==> src/hdl/nbd32_pkg.sv <==
package nbd32_pkg;

    localparam int KEY_W  = 64;
    localparam int WORD_W = 32;
    localparam int BTN_W  = 4;
    localparam int DISC_W = 10;
    localparam int OVF_W  = 2;
    localparam int SYNC_W = 16;

    // nonlinear function table after reset
    localparam logic [WORD_W-1:0] NLF_RESET = 32'h3A5C742E;

    typedef struct packed {
        logic [KEY_W-1:0]  key;
        logic [WORD_W-1:0] ciphertext;
        logic [BTN_W-1:0]  clear_button;
    } t_in;

    typedef struct packed {
        logic [WORD_W-1:0] plaintext;
        logic [BTN_W-1:0]  decrypted_button;
        logic [OVF_W-1:0]  overflow_bits;
        logic [DISC_W-1:0] discriminator;
        logic [SYNC_W-1:0] sync_counter;
        logic              button_match;
    } t_out;

    // item as it travels through the round stages
    typedef struct packed {
        logic [KEY_W-1:0]  key;
        logic [WORD_W-1:0] word;
        logic [BTN_W-1:0]  clear_button;
    } t_pipe;

    // one decryption round: shift left, feedback into bit 0
    function automatic logic [WORD_W-1:0] round_fn(
        input logic [WORD_W-1:0] x,
        input logic [WORD_W-1:0] nlf,
        input logic              kbit
    );
        logic [4:0] sel;
        logic       fb;
        sel = {x[30], x[25], x[19], x[8], x[0]};
        fb  = x[31] ^ x[15] ^ nlf[sel] ^ kbit;
        return {x[WORD_W-2:0], fb};
    endfunction

endpackage

==> src/hdl/nbd32_out.sv <==
module nbd32_out (
    input  logic               i_clk,
    input  logic               i_rst_n,
    input  logic               i_valid,
    output logic               o_ready,
    input  nbd32_pkg::t_pipe   i_item,
    output logic               o_valid,
    input  logic               i_ready,
    output nbd32_pkg::t_out    o_data
);

    nbd32_pkg::t_out r_data, n_data;
    logic            r_valid;

    // split plaintext into fields, check button against the clear copy
    always_comb begin
        n_data.plaintext        = i_item.word;
        n_data.decrypted_button = i_item.word[31:28];
        n_data.overflow_bits    = i_item.word[27:26];
        n_data.discriminator    = i_item.word[25:16];
        n_data.sync_counter     = i_item.word[15:0];
        n_data.button_match     = (i_item.word[31:28] == i_item.clear_button);
    end

    assign o_ready = !r_valid || i_ready;

    always_ff @(posedge i_clk) begin
        if (!i_rst_n) begin
            r_valid <= 1'b0;
        end else if (o_ready) begin
            r_valid <= i_valid;
        end
    end

    always_ff @(posedge i_clk) begin
        if (i_valid && o_ready) begin
            r_data <= n_data;
        end
    end

    assign o_valid = r_valid;
    assign o_data  = r_data;

endmodule

==> config.mk <==
export PLATFORM = sky130hd
export DESIGN_NAME = nbd32_out
export DESIGN_NICKNAME = d
export VERILOG_FILES = /design/src/hdl/nbd32_pkg.sv /design/src/hdl/nbd32_out.sv
export SDC_FILE = /design/constraint.sdc
export NUM_CORES = 1
export LEC_CHECK = 0
export BUFFER_PORTS_ARGS = -buffer_cell sky130_fd_sc_hd__buf_2
export CORE_MARGIN = 2
export CORE_UTILIZATION = 28
export CTS_BUF_LIST = sky130_fd_sc_hd__clkbuf_4 sky130_fd_sc_hd__clkbuf_8 sky130_fd_sc_hd__clkbuf_16
export DETAILED_ROUTE_END_ITERATION = 10
export PLACE_DENSITY_LB_ADDON = 0.15
export SLEW_MARGIN = 20
export SYNTH_ARGS = -nofsm -noshare
export SYNTH_HDL_FRONTEND = slang
export SYNTH_SLANG_ARGS = --single-unit
export TNS_END_PERCENT = 30
==> constraint.sdc <==
create_clock -name i_clk -period 1.4 [get_ports i_clk]
set_input_delay 0.21 -clock i_clk [delete_from_list [all_inputs] [get_ports i_clk]]
set_output_delay 0.21 -clock i_clk [all_outputs]
set_load 0.005 [all_outputs]
Word level (Yosys, flattened, before mapping) --
Cells that the tools add are included.
Storage, ports and cells: register bits after elaboration 66, memory bits (read-only) 0, memories kept 0, bits in writable memories 0, logic and storage cells 11, latch bits 0, input port bits 104
Operators by class: shifts and indexed selects 0, divide/modulo/power cells 0, $mul 0, add/subtract/negate cells 0, reductions and logical operators 3, bitwise logic cells 0, mux-type cells 0, equal/unequal tests 1, magnitude comparators 0
Operator list (number):
- 4-bit equality test | 1
- 1-bit logical AND | 1
- 1-bit logical NOT | 1
- 1-bit logical OR | 1

Depth between registers and ports, before layout --
Gate-level depths: netlist of run 1.
depth in word-level cells 3, mapped depth 2, gate-level depth less buffers 2

Worst setup path after synthesis of run 1 --
No wires, ideal clock.
kind reg-to-reg, from reg r_valid, in the netlist o_valid, to reg r_data, in the netlist o_data[0], enable pin, slack -244 ps, period minus slack after synthesis 1644 ps, cell stages (with the launch flop) 3, arrival 1251 ps, required time 1007 ps, path buffers 0, cell sequence dfxtp_1 > nand2b_1 > and2_1
On the way: cells in the longest elaborated chain, start to end 3
Ends and longest elaborated chain:
- start: declaration | RTL line nbd32_out.sv:13 | logic r_valid;
- start signal: assignment | RTL line nbd32_out.sv:31 | r_valid <= i_valid;
- 1-bit logical NOT | RTL line nbd32_out.sv:25 | assign o_ready = !r_valid || i_ready;
- 1-bit logical OR | RTL line nbd32_out.sv:25
- net o_ready | RTL line nbd32_out.sv:5 | output logic o_ready,
- 1-bit logical AND | RTL line nbd32_out.sv:36 | if (i_valid && o_ready) begin
- end signal: assignment | RTL line nbd32_out.sv:37 | r_data <= n_data;
- end: declaration | RTL line nbd32_out.sv:12 | nbd32_pkg::t_out r_data, n_data;
The timed path passes the listed nets, and every way through them passes these cells. A chain may end at the register's enable or synchronous reset.

Worst setup path in the final report of run 1 --
from reg r_valid, in the netlist o_valid, to reg r_data, in the netlist o_data[52], enable pin
On the way: cells in the longest elaborated chain, start to end 3
Ends and longest elaborated chain (RTL line):
- 1-bit logical NOT | nbd32_out.sv:25
- 1-bit logical OR | nbd32_out.sv:25
- 1-bit logical AND | nbd32_out.sv:36
No other way between the ends.

==> summary.txt, run 1 <==
run status = finished clean
most frequent cell after synthesis = edfxtp_1
EDFF count, synth = 33
Synth Area per Inst = 17.6 um^2
Ys Warns = 0
fin worst setup slack = 0.185 ns
Main synth FF type = edfxtp_1
number of global-route vias before repair = 769
Buf+Inv Stages, Crit Path = 0
leak pwr = 0.818 nW
DR WL met3 = 287 um
max-slew violations = 0
design area = 0.00176 mm^2
met2 routed WL = 1220 um
core area = 0.00463 mm^2
row cnt = 25
syn_nets = 179
final WL = 2640 um
Post-CTS Setup Repair Bufs = 0
first-pass GRT wire length = 3700 um
fmax = 823 MHz
largest net degree at the start of global routing = 34
fin crit share = 0.868
most frequent cells after synthesis = edfxtp_1 (33), buf_4 (32), xor2_1 (4)
CP Data Arrival Time = 1.14 ns
Setup CP Type = flip-flop to flip-flop
Crit path max-delay family = simple AND/OR/NAND/NOR gates
post-synth top area cell = edfxtp_1
pre-CTS setup slack = -0.0800 ns
Port Buf Inserts = 106
Slew HR = 0.702
CP max stage delay = 0.44 ns
CTS Buf Count = 5
Req. time, crit path = 1.32 ns
PwrDens = 1190 mW/mm^2
Clk pin slew, worst setup/hold paths = 0.07 ns
minimum clock period = 1.22 ns
CP max-delay cell = and2_4
post_cts resized = 1
synth-to-layout area growth = 33.3%
FFs w/ async S/R, synth = 0
share of the synthesized area in the top cell type = 0.749
DRC violations left = 0
top-level I/O count = 171
final setup vio count = 0
Cells after Synth = 75
H-tree Lvls = 2
clk_skew = 0.00540 ns
TritonCTS clock tree = done
die height = 72.7 um
Mapped Area = 0.00132 mm^2
CP cell instances = nand2b_1 > and2_4
Detail Placement HPWL = 1960 um
hold path startpoint = i_item[20]
reg2reg start = o_valid
clk_lat worst skew = 0.28 ns
die footprint = 0.00529 mm^2
ANT nets after route = 0
diode count = 0
CP max FO = 33
die width = 72.7 um
highest routing layer actually used = met4
Synth cell types = 9
RSZ-0062 raised after global routing = false
Area after DPL = 0.00168 mm^2
Seq/Total Area, Yosys = 0.764
Min-Delay Path Class = input port to flip-flop
clock root cell = clkbuf_8
final hold vios = 0
Initial DRT Pass Iterations = 4
Area contributors post-synth = edfxtp_1 (75%), buf_4 (18%), xor2_1 (2.6%), dfxtp_1 (1.5%), nor4_2 (0.95%)
initial drt markers = 45
GRT Util Overall = 0.0968
WHS = 0.103 ns
Clock Sink Count = 34
max cap viols = 0
DRT met1 WL = 1090 um
flops & latches, synth = 34
Startpoint Class = flip-flop
NumNets Final = 260
critical path endpoint category = flip-flop
wire length per cell = 12.5 um
R2R Setup Slk = 0.18 ns
Setup crit start = o_valid
Vias = 837
share of cells above drive strength 1 = 0.720
GPL Wtd Cong = 0.613
antenna violations before repair = 0
hold_buf cts = 0
worst-case clock buffer depth = 2
vias per cell = 3.97
Max VDD drop = 0.000400 V
grt ovf = 0
Starting Density = 0.286
Worst-Margin Slew = 0.447 ns
cell families after synthesis:
group	synth area share
xor+xnor	0.0265
flops	0.764
buf+inv	0.184
compound gates	0.00568
simple gates	0.0189
cells in the final DEF (no fill, tap or decap):
cell / Yosys / routed
inv_1: 1 / 1
nand2b_1: 1 / 1
nor4_2: 1 / 1
xor2_1: 4 / 4
dfxtp_1: 1 / 1
a21boi_0: 1 / 1
buf_2: 0 / 106
and2_4: 0 / 1
clkinv_1: 0 / 3
clkbuf_8: 0 / 5
edfxtp_1: 33 / 33
per-layer routing:
layer  up-vias  GRT usage
li1        390          -
met1       370      0.118
met2        75      0.144
met3         2     0.0359
met4         0     0.0617
met5         -          0
final cells by class:
type,count,area [um^2]
multi-input cells,8,70.1
clock buffers,5,68.8
clock inverters,3,11.3
flip-flops and latches,34,1010
fillers,454,2870
repair buffers,106,531
inverters,1,3.75
well taps,54,67.6
registers in the layout, indices dropped and copies added (netlist names):
name	cells
o_data	33
o_valid	1
final timing paths:
kind | endpoint | cells after the start
worst min register to register | o_valid | 2
worst max register to register | o_data[52] | 2
worst min-delay path | o_data[49] | 1
worst max-delay path | o_data[52] | 2
worst reg2reg max path: stages, from the launching register on:
cell      delay, ns
dfxtp_1        0.31
nand2b_1       0.09
and2_4         0.44
power breakdown:
group          switching, mW  total [mW]  internal [mW]
Sequential            0.0258        1.21           1.19
Combinational         0.0990       0.215          0.116
Clock                  0.329       0.661          0.332
Total                  0.454        2.09           1.64
through the flow:
stage	std cells	util	TNS, ns	power (mW)
finish	211	0.381	0	2.09
global route	211	0.381	0	2.20
CTS	211	0.381	0	2.13
detailed placement	203	0.363	-2.59	1.45
global placement	203	0.363	-1.51	1.45
floorplan	75	-	0	1.35
Note: power is estimated with default switching activity, not from simulation.
==> inputs of run 2 (changes only) <==
CORE_UTILIZATION = 31   (was 28)
clock period = 1.35 ns   (was 1.4 ns; I/O delays follow)
==> summary.txt, run 2 (synthesis gave the netlist of run 1 again) <==
clock share of power = 0.321 (+0.005)
largest net degree at the start of global routing = 34 (unchanged)
fmax = 842 MHz (+2.3%)
Detail Placement HPWL = 1960 um (about the same)
Setup CP Type = flip-flop to flip-flop
CP max-delay cell = and2_4
Starting Density = 0.326 (+0.0403)
Final TNS setup = 0 ns (unchanged)
CTS Buf Count = 5 (unchanged)
DRC violations left = 0 (unchanged)
antenna violations before repair = 0 (unchanged)
Clk pin slew, worst setup/hold paths = 0.06 ns (about the same)
core area = 0.00406 mm^2 (-12%)
max-slew violations = 0 (unchanged)
die footprint = 0.00480 mm^2 (-9.2%)
Req. time, crit path = 1.28 ns (-0.04 ns)
final WL = 2430 um (-7.7%)
Initial DRT Pass Iterations = 4 (unchanged)
CP cell instances = nand2b_1 > and2_4
leak pwr = 0.827 nW (+1.2%)
max cap viols = 0 (unchanged)
CP max stage delay = 0.43 ns (about the same)
Min-Delay Path Class = input port to flip-flop
GRT Util Overall = 0.106 (+0.00890)
met1 Resource Use GR = 0.110 (-0.00769)
Sw Share = 0.207 (-0.00979)
met2 Use GR = 0.169 (+0.0244)
Sw Pwr = 453 uW (-0.37%)
met3 Use GR = 0.0669 (+0.0309)
number of global-route vias before repair = 812 (+5.6%)
TritonCTS clock tree = done
fin crit share = 0.880 (+0.0121)
R2R Setup Slk = 0.16 ns (-0.02 ns)
GRT Max-Usage Layer = met2
final hold vios = 0 (unchanged)
Post-CTS Setup Repair Bufs = 0 (unchanged)
row cnt = 23 (-8.0%)
Clock Sink Count = 34 (unchanged)
Slew HR = 0.718 (+0.0168)
Vias = 845 (+0.96%)
initial drt markers = 46 (+2.2%)
ANT nets after route = 0 (unchanged)
wire length per cell = 11.7 um (-6.3%)
vias per cell = 4.06 (+2.4%)
die height = 69.3 um (-4.7%)
pre-CTS setup slack = -0.0861 ns (-0.00608 ns)
top-level I/O count = 171 (unchanged)
die width = 69.3 um (-4.7%)
clk_skew = 0.00444 ns (-0.000962 ns)
first-pass GRT wire length = 3840 um (+3.9%)
Startpoint Class = flip-flop
Max VDD drop = 0.000409 V (+2.4%)
grt ovf = 0 (unchanged)
Gate power share = 0.102 (about the same)
worst-case clock buffer depth = 2 (unchanged)
NumNets Final = 261 (+0.38%)
most frequent cells in the layout = buf_2 (106), edfxtp_1 (33), clkbuf_8 (5)
max reg flops = 33 (unchanged)
PwrDens = 1230 mW/mm^2 (+3.9%)
WHS = 0.0993 ns (-0.00368 ns)
most common cell after layout, fill and taps aside = buf_2
fin worst setup slack = 0.162 ns (-0.0229 ns)
post_cts resized = 1 (unchanged)
run status = finished clean
Port Buf Inserts = 106 (unchanged)
clock root cell = clkbuf_8
diode count = 0 (unchanged)
critical path endpoint category = flip-flop
RSZ-0062 raised after global routing = false
clk_lat worst skew = 0.27 ns (about the same)
Int Pwr = 1.73 mW (+5.6%)
CP Data Arrival Time = 1.11 ns (-0.03 ns)
H-tree Lvls = 2 (unchanged)
synth-to-layout area growth = 33.9%
minimum clock period = 1.19 ns (-0.0271 ns)
share of cells above drive strength 1 = 0.734 (+0.0144)
Seq pwr share = 0.577 (-0.004)
GPL Wtd Cong = 0.699 (+14%)
Worst-Margin Slew = 0.422 ns (-0.0251 ns)
CP max FO = 33 (unchanged)
hold_buf cts = 0 (unchanged)
final setup vio count = 0 (unchanged)
-- run 2: changes by cell type in the layout (fill, tap and decap cells not counted), sizes merged --
cell    previous run  this run
clkinv             3         2
buf              106       107
clkbuf             5         6
-- run 2: worst paths after layout --
check,start,to,cells after the start
setup / recovery,o_valid,o_data[46],2
hold / removal,i_item[11],o_data[40],1
setup reg to reg,o_valid,o_data[46],2
hold reg to reg,o_valid,o_valid,3
-- run 2: area by class of cell --
class / count / area, um^2
well taps: 50 / 62.6
flip-flops and latches: 34 / 1010
clock inverters: 2 / 8.76
clock buffers: 6 / 76.3
inverters: 1 / 3.75
multi-input cells: 8 / 70.1
repair buffers: 107 / 538
fillers: 408 / 2290
-- run 2: power by group through the flow --
| stage | sequential (mW) | combinational [mW] | clock [mW] |
|---|---|---|---|
| floorplan | 1.29 | 0.114 | 0 |
| global placement | 1.28 | 0.225 | 0 |
| detailed placement | 1.28 | 0.228 | 0 |
| CTS | 1.26 | 0.228 | 0.733 |
| global route | 1.27 | 0.245 | 0.790 |
| finish | 1.26 | 0.223 | 0.699 |
-- run 2: routing by layer --
layer,part of all wire,up-vias
met4,0.012,0
met3,0.16,4
met1,0.37,362
met5,0,-
li1,-,393
met2,0.45,86
-- run 2: metrics by stage --
step           area, um^2  std cells   util  total power, mW
4_1_cts              1770        208  0.436             2.22
5_1_grt              1770        208  0.436             2.30
3_5_place_dp         1680        200  0.415             1.51
2_1_floorplan        1320         75      -             1.41
3_3_place_gp         1680        200  0.415             1.50
6_report             1770        208  0.436             2.18
-- run 2: critical path, delay by kind of cell, from the launching register on --
family	cells	cell delay, ns
and+or+nand+nor	2	0.52
DFF	1	0.31
